`config.mk`:
```
export PLATFORM = sky130hd
export DESIGN_NAME = risc_execute_alu_branch
export DESIGN_NICKNAME = d
export VERILOG_FILES = /design/src/design/reab_pkg.sv /design/src/design/risc_execute_alu_branch.sv /design/src/design/reab_shift.sv
export SDC_FILE = /design/constraint.sdc
export NUM_CORES = 1
export LEC_CHECK = 0
export BUFFER_PORTS_ARGS = -buffer_cell sky130_fd_sc_hd__buf_2
export CAP_MARGIN = 20
export CORE_MARGIN = 2
export CORE_UTILIZATION = 25
export DETAILED_ROUTE_END_ITERATION = 7
export GPL_TIMING_DRIVEN = 0
export PLACE_DENSITY = 0.46
export SLEW_MARGIN = 10
export SYNTH_ARGS = -nofsm -noshare
export SYNTH_HDL_FRONTEND = slang
export SYNTH_SLANG_ARGS = --single-unit
```
`constraint.sdc`:
```
create_clock -name clk -period 7.7 [get_ports clk]
set_clock_uncertainty 0.05 [all_clocks]
set_input_delay 1.54 -clock clk [delete_from_list [all_inputs] [get_ports clk]]
set_output_delay 1.54 -clock clk [all_outputs]
set_load 0.02 [all_outputs]
```
`src/design/reab_pkg.sv`:
```
// ----------------------------------------------------------------------------
// reab_pkg
// shared opcodes, condition codes, stage types and helpers for the execute
// stage of the 16-bit risc pipeline
// ----------------------------------------------------------------------------
package reab_pkg;

  localparam int unsigned DATA_W  = 16;
  localparam int unsigned OP_W    = 6;
  localparam int unsigned IMM_W   = 8;
  localparam int unsigned CC_W    = 4;
  localparam int unsigned FLAG_W  = 4;
  localparam int unsigned SHAMT_W = 4;

  localparam int unsigned IN_TDATA_W  = 80;
  localparam int unsigned OUT_TDATA_W = 64;

  // flag bit positions
  localparam int unsigned FL_C = 0;
  localparam int unsigned FL_Z = 1;
  localparam int unsigned FL_N = 2;
  localparam int unsigned FL_F = 3;

  // opcodes
  localparam logic [OP_W-1:0] OP_ADD0   = 6'd0;
  localparam logic [OP_W-1:0] OP_ADD1   = 6'd1;
  localparam logic [OP_W-1:0] OP_ADDU0  = 6'd2;
  localparam logic [OP_W-1:0] OP_ADDU1  = 6'd3;
  localparam logic [OP_W-1:0] OP_ADD4   = 6'd4;
  localparam logic [OP_W-1:0] OP_ADD9   = 6'd9;
  localparam logic [OP_W-1:0] OP_MUL0   = 6'd10;
  localparam logic [OP_W-1:0] OP_MUL1   = 6'd11;
  localparam logic [OP_W-1:0] OP_CMP0   = 6'd12;
  localparam logic [OP_W-1:0] OP_CMP1   = 6'd13;
  localparam logic [OP_W-1:0] OP_AND0   = 6'd14;
  localparam logic [OP_W-1:0] OP_AND1   = 6'd15;
  localparam logic [OP_W-1:0] OP_OR     = 6'd16;
  localparam logic [OP_W-1:0] OP_ORI    = 6'd17;
  localparam logic [OP_W-1:0] OP_XOR    = 6'd18;
  localparam logic [OP_W-1:0] OP_XORI   = 6'd19;
  localparam logic [OP_W-1:0] OP_MOV    = 6'd20;
  localparam logic [OP_W-1:0] OP_MOVI   = 6'd21;
  localparam logic [OP_W-1:0] OP_LSH    = 6'd22;
  localparam logic [OP_W-1:0] OP_LSHI   = 6'd23;
  localparam logic [OP_W-1:0] OP_ASH    = 6'd24;
  localparam logic [OP_W-1:0] OP_ASHI   = 6'd25;
  localparam logic [OP_W-1:0] OP_LUI    = 6'd26;
  localparam logic [OP_W-1:0] OP_LOAD   = 6'd27;
  localparam logic [OP_W-1:0] OP_STORE  = 6'd28;
  localparam logic [OP_W-1:0] OP_BRANCH = 6'd29;
  localparam logic [OP_W-1:0] OP_JUMP   = 6'd30;
  localparam logic [OP_W-1:0] OP_JAL    = 6'd31;
  localparam logic [OP_W-1:0] OP_NOP    = 6'd32;

  // condition codes
  localparam logic [CC_W-1:0] CC_EQ = 4'd0;
  localparam logic [CC_W-1:0] CC_NE = 4'd1;
  localparam logic [CC_W-1:0] CC_CS = 4'd2;
  localparam logic [CC_W-1:0] CC_CC = 4'd3;
  localparam logic [CC_W-1:0] CC_N  = 4'd6;
  localparam logic [CC_W-1:0] CC_NN = 4'd7;
  localparam logic [CC_W-1:0] CC_FS = 4'd8;
  localparam logic [CC_W-1:0] CC_FC = 4'd9;
  localparam logic [CC_W-1:0] CC_LE = 4'd11;
  localparam logic [CC_W-1:0] CC_GT = 4'd12;
  localparam logic [CC_W-1:0] CC_AL = 4'd14;

  localparam logic [DATA_W-1:0] LOW_BYTE_MASK = 16'h00FF;

  // shifter control
  typedef struct packed {
    logic imm_mode;
    logic rsh;
    logic arith;
  } shift_ctl_t;

  // operand stage
  typedef struct packed {
    logic [OP_W-1:0]   op;
    logic [DATA_W-1:0] a;
    logic [DATA_W-1:0] op1;
    logic [DATA_W-1:0] op2;
    logic [DATA_W-1:0] pc;
    logic              sub;
    logic              cin;
    logic              taken;
    logic              rsh;
  } s1_t;

  // compute stage
  typedef struct packed {
    logic [OP_W-1:0]   op;
    logic [DATA_W-1:0] sum;
    logic              carry;
    logic              ovf;
    logic [DATA_W-1:0] prod;
    logic [DATA_W-1:0] mov_res;
    logic [DATA_W-1:0] shift_res;
    logic [DATA_W-1:0] misc_res;
    logic [DATA_W-1:0] pc_tgt;
    logic              pc_wr;
    logic [DATA_W-1:0] op2;
  } s2_t;

  function automatic logic cond_taken(input logic [CC_W-1:0] cc,
                                      input logic [FLAG_W-1:0] fl);
    logic c, z, n, f, t;
    c = fl[FL_C];
    z = fl[FL_Z];
    n = fl[FL_N];
    f = fl[FL_F];
    case (cc)
      CC_EQ: t = z;
      CC_NE: t = !z;
      CC_CS: t = c;
      CC_CC: t = !c;
      CC_N:  t = n;
      CC_NN: t = !n;
      CC_FS: t = f;
      CC_FC: t = !f;
      CC_LE: t = z || n;
      CC_GT: t = !n && !z;
      CC_AL: t = 1'b1;
      default: t = 1'b0;
    endcase
    return t;
  endfunction

endpackage

```
`src/design/risc_execute_alu_branch.sv`:
```
// ----------------------------------------------------------------------------
// risc_execute_alu_branch
// execute stage of a 16-bit risc pipeline: alu, flag update, branch resolve
// ----------------------------------------------------------------------------
//  channel  | ports                         | tdata fields (lsb first)
//  input    | in_tvalid in_tready in_tdata  | op, immediate, source_value,
//           |                               | dest_value, pc_value, cond_code,
//           |                               | flags_in, use_immediate, subtract,
//           |                               | move_op, use_carry_in,
//           |                               | shift_right_imm
//  result   | out_tvalid out_tready out_tdata | alu_result, flags_out,
//           |                               | flags_write, pc_next, pc_write,
//           |                               | store_data
//
//  one instruction per cycle while the result channel is not stalled
//  three register stages: operand prep, compute units (adder, 16x16
//  multiplier, shifter), result select with flags into the output register
//  each stage holds while the one after it is full and stalled; bubbles close
//  synchronous active-low reset clears the stage valid bits only
// ----------------------------------------------------------------------------
module risc_execute_alu_branch
  import reab_pkg::*;
(
  input  logic                   clk,
  input  logic                   rst_n,
  input  logic                   in_tvalid,
  output logic                   in_tready,
  // op[5:0] immediate[13:6] source_value[29:14] dest_value[45:30]
  // pc_value[61:46] cond_code[65:62] flags_in[69:66] use_immediate[70]
  // subtract[71] move_op[72] use_carry_in[73] shift_right_imm[74] zero[79:75]
  input  logic [IN_TDATA_W-1:0]  in_tdata,
  output logic                   out_tvalid,
  input  logic                   out_tready,
  // alu_result[15:0] flags_out[19:16] flags_write[23:20] pc_next[39:24]
  // pc_write[40] store_data[56:41] zero[63:57]
  output logic [OUT_TDATA_W-1:0] out_tdata
);

  logic [OP_W-1:0]   in_op;
  logic [IMM_W-1:0]  in_imm;
  logic [DATA_W-1:0] in_src;
  logic [DATA_W-1:0] in_dst;
  logic [DATA_W-1:0] in_pc;
  logic [CC_W-1:0]   in_cc;
  logic [FLAG_W-1:0] in_flags;
  logic              in_use_imm;
  logic              in_sub;
  logic              in_move;
  logic              in_use_cin;
  logic              in_rsh;

  assign in_op      = in_tdata[5:0];
  assign in_imm     = in_tdata[13:6];
  assign in_src     = in_tdata[29:14];
  assign in_dst     = in_tdata[45:30];
  assign in_pc      = in_tdata[61:46];
  assign in_cc      = in_tdata[65:62];
  assign in_flags   = in_tdata[69:66];
  assign in_use_imm = in_tdata[70];
  assign in_sub     = in_tdata[71];
  assign in_move    = in_tdata[72];
  assign in_use_cin = in_tdata[73];
  assign in_rsh     = in_tdata[74];

  logic s1_vld_r, s2_vld_r, s3_vld_r;
  logic s1_rdy, s2_rdy, s3_rdy;
  s1_t  s1_r, s1_nxt;
  s2_t  s2_r, s2_nxt;

  logic [DATA_W-1:0] res_r, res_nxt;
  logic [FLAG_W-1:0] fo_r, fo_nxt;
  logic [FLAG_W-1:0] fw_r, fw_nxt;
  logic [DATA_W-1:0] pcn_r, pcn_nxt;
  logic              pcw_r, pcw_nxt;
  logic [DATA_W-1:0] st_r, st_nxt;

  assign s3_rdy    = !s3_vld_r || out_tready;
  assign s2_rdy    = !s2_vld_r || s3_rdy;
  assign s1_rdy    = !s1_vld_r || s2_rdy;
  assign in_tready = s1_rdy;

  // stage 1: operand prep and condition
  logic [DATA_W-1:0] ext_imm, raw;

  always_comb begin
    ext_imm      = {{(DATA_W-IMM_W){in_imm[IMM_W-1]}}, in_imm};
    raw          = in_use_imm ? ext_imm : in_src;
    s1_nxt.op    = in_op;
    s1_nxt.a     = in_sub ? ~raw : raw;
    s1_nxt.op1   = DATA_W'((in_sub ? ~raw : raw) + DATA_W'(in_sub));
    s1_nxt.op2   = in_move ? '0 : in_dst;
    s1_nxt.pc    = in_pc;
    s1_nxt.sub   = in_sub;
    s1_nxt.cin   = in_use_cin & in_flags[FL_C];
    s1_nxt.taken = cond_taken(in_cc, in_flags);
    s1_nxt.rsh   = in_rsh;
  end

  // stage 2: compute units
  logic [DATA_W:0]   sum17;
  logic [DATA_W-1:0] op1_lo;
  logic [DATA_W-1:0] shift_out;
  shift_ctl_t        sh_ctl;

  always_comb begin
    sh_ctl.imm_mode = (s1_r.op == OP_LSHI) || (s1_r.op == OP_ASHI);
    sh_ctl.rsh      = s1_r.rsh;
    sh_ctl.arith    = (s1_r.op == OP_ASH) || (s1_r.op == OP_ASHI);
  end

  reab_shift u_shift (
    .amt    (s1_r.op1),
    .value  (s1_r.op2),
    .ctl    (sh_ctl),
    .result (shift_out)
  );

  always_comb begin
    op1_lo = s1_r.op1 & LOW_BYTE_MASK;
    sum17  = {1'b0, s1_r.a} + {1'b0, s1_r.op2} + (DATA_W+1)'(s1_r.sub)
           + (DATA_W+1)'(s1_r.cin);
    s2_nxt.op        = s1_r.op;
    s2_nxt.sum       = sum17[DATA_W-1:0];
    s2_nxt.carry     = sum17[DATA_W];
    s2_nxt.ovf       = ~(s1_r.a[DATA_W-1] ^ s1_r.op2[DATA_W-1])
                     & (s1_r.a[DATA_W-1] ^ sum17[DATA_W-1]);
    s2_nxt.prod      = DATA_W'(s1_r.op1 * s1_r.op2);
    s2_nxt.shift_res = shift_out;
    s2_nxt.op2       = s1_r.op2;
    if (s1_r.op == OP_MOVI) begin
      s2_nxt.mov_res = DATA_W'(op1_lo + s1_r.op2 + DATA_W'(s1_r.cin));
    end else begin
      s2_nxt.mov_res = DATA_W'(s1_r.op1 + s1_r.op2 + DATA_W'(s1_r.cin));
    end
    case (s1_r.op)
      OP_AND0, OP_AND1: s2_nxt.misc_res = s1_r.op1 & s1_r.op2;
      OP_OR, OP_NOP:    s2_nxt.misc_res = s1_r.op1 | s1_r.op2;
      OP_ORI:           s2_nxt.misc_res = op1_lo | s1_r.op2;
      OP_XOR:           s2_nxt.misc_res = s1_r.op1 ^ s1_r.op2;
      OP_XORI:          s2_nxt.misc_res = op1_lo ^ s1_r.op2;
      OP_LUI:           s2_nxt.misc_res = {s1_r.op1[7:0], 8'h00};
      OP_LOAD, OP_STORE: s2_nxt.misc_res = s1_r.op1;
      OP_JAL:           s2_nxt.misc_res = DATA_W'(s1_r.pc + 1'b1);
      default:          s2_nxt.misc_res = '0;
    endcase
    case (s1_r.op)
      OP_BRANCH: begin
        s2_nxt.pc_wr  = s1_r.taken;
        s2_nxt.pc_tgt = s1_r.taken ? DATA_W'(s1_r.pc + s1_r.op1) : '0;
      end
      OP_JUMP: begin
        s2_nxt.pc_wr  = s1_r.taken;
        s2_nxt.pc_tgt = s1_r.taken ? s1_r.op1 : '0;
      end
      OP_JAL: begin
        s2_nxt.pc_wr  = 1'b1;
        s2_nxt.pc_tgt = s1_r.op2;
      end
      default: begin
        s2_nxt.pc_wr  = 1'b0;
        s2_nxt.pc_tgt = '0;
      end
    endcase
  end

  // stage 3: result select and flags
  logic [FLAG_W-1:0] fo_raw;

  always_comb begin
    res_nxt = '0;
    fo_raw  = '0;
    fw_nxt  = '0;
    case (s2_r.op) inside
      [OP_ADD0:OP_ADD1], [OP_ADD4:OP_ADD9]: begin
        res_nxt      = s2_r.sum;
        fo_raw[FL_F] = s2_r.ovf;
        fw_nxt[FL_F] = 1'b1;
        fw_nxt[FL_Z] = 1'b1;
      end
      [OP_ADDU0:OP_ADDU1]: begin
        res_nxt      = s2_r.sum;
        fo_raw[FL_C] = s2_r.carry;
        fw_nxt[FL_C] = 1'b1;
        fw_nxt[FL_F] = 1'b1;
      end
      [OP_MUL0:OP_MUL1]: res_nxt = s2_r.prod;
      [OP_CMP0:OP_CMP1]: begin
        res_nxt      = s2_r.sum;
        fo_raw[FL_Z] = (s2_r.sum == '0);
        fo_raw[FL_N] = s2_r.sum[DATA_W-1];
        fw_nxt[FL_Z] = 1'b1;
        fw_nxt[FL_N] = 1'b1;
      end
      [OP_MOV:OP_MOVI]:  res_nxt = s2_r.mov_res;
      [OP_LSH:OP_ASHI]:  res_nxt = s2_r.shift_res;
      default:           res_nxt = s2_r.misc_res;
    endcase
    fo_nxt  = fo_raw & fw_nxt;
    pcn_nxt = s2_r.pc_tgt;
    pcw_nxt = s2_r.pc_wr;
    st_nxt  = s2_r.op2;
  end

  always_ff @(posedge clk) begin
    if (!rst_n) begin
      s1_vld_r <= 1'b0;
      s2_vld_r <= 1'b0;
      s3_vld_r <= 1'b0;
    end else begin
      if (s1_rdy) s1_vld_r <= in_tvalid;
      if (s2_rdy) s2_vld_r <= s1_vld_r;
      if (s3_rdy) s3_vld_r <= s2_vld_r;
    end
  end

  always_ff @(posedge clk) begin
    if (s1_rdy) s1_r <= s1_nxt;
    if (s2_rdy) s2_r <= s2_nxt;
    if (s3_rdy) begin
      res_r <= res_nxt;
      fo_r  <= fo_nxt;
      fw_r  <= fw_nxt;
      pcn_r <= pcn_nxt;
      pcw_r <= pcw_nxt;
      st_r  <= st_nxt;
    end
  end

  assign out_tvalid = s3_vld_r;
  assign out_tdata  = {7'd0, st_r, pcw_r, pcn_r, fw_r, fo_r, res_r};

endmodule

```
`src/design/reab_shift.sv`:
```
// ----------------------------------------------------------------------------
// reab_shift
// barrel shifter for register and immediate shifts, logical and arithmetic
// ----------------------------------------------------------------------------
module reab_shift
  import reab_pkg::*;
(
  input  logic [DATA_W-1:0] amt,
  input  logic [DATA_W-1:0] value,
  input  shift_ctl_t        ctl,
  output logic [DATA_W-1:0] result
);

  logic [DATA_W-1:0]  mag;
  logic               right;
  logic               big;
  logic [SHAMT_W-1:0] n;
  logic               fill_bit;
  logic [DATA_W:0]    ext_val;
  logic [DATA_W:0]    shr_val;

  always_comb begin
    mag      = DATA_W'(~amt + 1'b1);
    fill_bit = ctl.arith & value[DATA_W-1];
    if (ctl.imm_mode) begin
      right = ctl.rsh;
      big   = 1'b0;
      n     = amt[SHAMT_W-1:0];
    end else begin
      right = amt[DATA_W-1];
      big   = right ? |mag[DATA_W-1:SHAMT_W] : |amt[DATA_W-1:SHAMT_W];
      n     = right ? mag[SHAMT_W-1:0] : amt[SHAMT_W-1:0];
    end
    ext_val = {fill_bit, value};
    shr_val = $unsigned($signed(ext_val) >>> n);
    if (big) begin
      result = right ? {DATA_W{fill_bit}} : '0;
    end else if (right) begin
      result = shr_val[DATA_W-1:0];
    end else begin
      result = value << n;
    end
  end

endmodule

```
==> out/results.txt <==
Clock H-tree levels -> 1
fin crit share -> 0.972
post-route cell area -> 22100 um^2
ys async rst share -> 0
root buffer cell -> clkbuf_16
1st-iter DRT viols -> 1343
CTS tree -> yes
final weighted congestion in routability-driven placement -> 0.937
DR pass1 iterations -> 7
max_cap viols -> 0
status -> complete, no violations
Setup TNS -> 0 ps
Die X-Extent -> 280 um
Die Y-Extent -> 280 um
drt total wl -> 71.9 mm
Yosys warnings -> 0
Area growth syn-to-layout -> 16.4%
Initial Utilization -> 0.252
Antenna Violating Nets Remaining -> 0
share of the synthesized area in the top cell type -> 0.396
gr usage total -> 0.182
fill count -> 7896
pin count of the biggest net entering global routing -> 66
via count -> 15151
vias in the first global route -> 15305
clk sinks -> 254
hpwl dp -> 57.0 mm
diodes inserted -> 0
Achievable Freq -> 0.134 GHz
wire length per cell -> 23.5 um
RSZ-0062 raised after global routing -> false
Setup crit end kind -> flop
maximum vdd drop -> 0.149 mV
post-CTS setup buffers -> 0
critical path class -> reg2reg
Row Count -> 101
Rel. slew slack -> 0.201
share of layout cells above drive strength 1 -> 0.124
Vias/cell -> 4.95
Gates resized, CTS repair -> 0
hold buffers post-CTS -> 0
Net Sw Frac -> 0.385
Synth Register Bits -> 254
number of flops mapped to enable cells by yosys -> 251
Worst-path clk slew -> 60 ps
setup ws final -> 213 ps
count of final max-slew check failures -> 0
initial antenna violation count -> 3
Leak -> 0.00932 uW
min-delay worst type -> reg2reg
nets -> 2360
IO Pins -> 150
synthesized area -> 19000 um^2
Power Total -> 5890 uW
Place WS -> 279 ps
crit path DAT -> 7750 ps
final setup violation count -> 0
Main synth FF type -> edfxtp_1
# port buffers -> 137
Die Area -> 78300 um^2
synth unique cells -> 82
post-route minimum period -> 7490 ps
Comb power frac -> 0.406
core footprint -> 75600 um^2
TritonCTS Buffers -> 29
synth top area cells -> edfxtp_1 (40%), fa_1 (8.9%), ha_1 (8.7%)
Remaining Overflow, GRT -> 0
internal power -> 3630 uW
Least-Margin Pin Slew -> 1190 ps
nature of the critical path startpoint -> flop
NetSw -> 2270 uW
Clk Latency, worst-skew pair -> 580 ps
Yosys top cell by area -> edfxtp_1
Syn Inst Count -> 1879
global-route wire length before repair -> 105 mm
dpl cell area -> 21100 um^2
sequential area share after synthesis -> 0.399
critical path required time -> 7960 ps
Max Root-Sink Buffers -> 3
CP Max Fanout -> 13
clock power share -> 0.260
Avg Cell Area, Syn -> 10.1 um^2
pwr/cell area -> 266 nW/um^2
Reg power frac -> 0.333
drc violations -> 0
Hold Vio Cnt, Final -> 0
critical path, cell delays in order (launching register included):
cell	delay (ps)
edfxtp_1	550
buf_2	260
inv_2	150
buf_1	470
buf_1	500
buf_1	800
nor2_1	110
ha_1	250
fa_1	450
fa_1	580
fa_1	470
fa_1	550
inv_1	50
fa_1	530
inv_1	50
ha_1	310
or2_2	320
a21oi_1	150
a21oi_1	110
xnor2_1	480
stage by stage:
stage | instances | utilization | hold WS, ps
finish | 3060 | 0.293 | 364
global route | 3060 | 0.293 | 378
CTS | 3058 | 0.293 | 350
detailed placement | 3004 | 0.279 | 355
global placement | 3000 | 0.277 | 354
floorplan | 1885 | - | 350
cell usage in the layout (no fill, tap or decap), types with 66 or more instances in the layout:
master	n
a21oi_1	113
edfxtp_1	251
nand2_1	180
clkbuf_1	66
ha_1	132
o21ai_0	98
buf_2	152
inv_1	172
xnor2_1	94
nor2_1	193
fa_1	85
final timing paths:
check / start / endpoint / slack (ps) / depth (start not counted)
worst min-delay path: st_nxt[11]$_DFFE_PP_ / st_r[11]$_DFFE_PP_ / 360 / 0
worst max-delay path: op1_lo[0]$_DFFE_PP_ / s2_r[96]$_DFFE_PP_ / 210 / 19
worst min register to register: st_nxt[11]$_DFFE_PP_ / st_r[11]$_DFFE_PP_ / 360 / 0
worst max register to register: op1_lo[0]$_DFFE_PP_ / s2_r[96]$_DFFE_PP_ / 210 / 19
area by class of cell:
class	count	area, um^2	area share
timing repair buffer	143	786	0.0355
inverter	177	667	0.0301
buffer	98	438	0.0198
multi-input combinational	1356	10400	0.468
tap	978	1220	0.0552
clock inverter	22	324	0.0146
clock buffer	32	737	0.0333
sequential	254	7600	0.343
cells in the mapped netlist (6+ instances only):
| master | number |
|---|---|
| nor4_1 | 11 |
| mux4_2 | 18 |
| o211ai_1 | 22 |
| fa_1 | 85 |
| nand4_1 | 12 |
| a211oi_1 | 13 |
| o21a_1 | 12 |
| a22oi_1 | 20 |
| xnor2_1 | 94 |
| xor2_1 | 36 |
| o21bai_1 | 6 |
| a21o_1 | 12 |
| a221oi_1 | 11 |
| mux2i_1 | 29 |
| nand2_1 | 181 |
| clkbuf_1 | 63 |
| ha_1 | 132 |
| and2_1 | 10 |
| nor2b_1 | 31 |
| nor2_1 | 193 |
| a222oi_1 | 12 |
| nor3_1 | 27 |
| nand2b_1 | 11 |
| buf_4 | 12 |
| nand3_1 | 27 |
| buf_2 | 14 |
| buf_1 | 8 |
| or3_1 | 10 |
| o21ai_0 | 98 |
| inv_1 | 173 |
| and3_1 | 12 |
| a21oi_1 | 113 |
| a31oi_1 | 13 |
| edfxtp_1 | 251 |
| o22ai_1 | 13 |
registers in the layout (all words and copies together), names as in the netlist:
name	count
s2_r	87
s1_r	66
pcn_nxt	16
pcn_r	16
res_r	16
st_nxt	16
st_r	16
op1_lo	8
fo_r	4
fw_r	4
out_tvalid	1
pcw_nxt	1
pcw_r	1
s1_vld_r	1
s2_vld_r	1
logic make-up (layout without fill, tap and decap cells):
family                   count (synthesis)  in the layout  share of synthesized area
multiplexers                            49             49                     0.0378
AO/OA/AOI/OAI                          401            401                      0.135
XOR/XNOR                               131            131                     0.0610
flip-flops                             254            254                      0.399
AND/OR/NAND/NOR                        551            551                      0.132
other                                    1              7                   0.000197
buffers and inverters                  275            472                     0.0580
adder cells (fa/ha/maj)                217            217                      0.176
power by group through the flow:
stage                     Clock [uW]  Sequential, uW  Combinational, uW
after floorplan                    0            1900               1570
after global placement             0            2000               2410
after detailed placement           0            2000               2400
after CTS                       1580            1970               2420
after global routing            1630            1980               2690
final                           1540            1960               2400
metal layers:
layer	GRT usage	wire length [um]
met1	0.252	32700
met2	0.292	32300
met3	0.0275	4320
met4	0.0573	2500
met5	0	0
(Power assumes the default switching activity.)
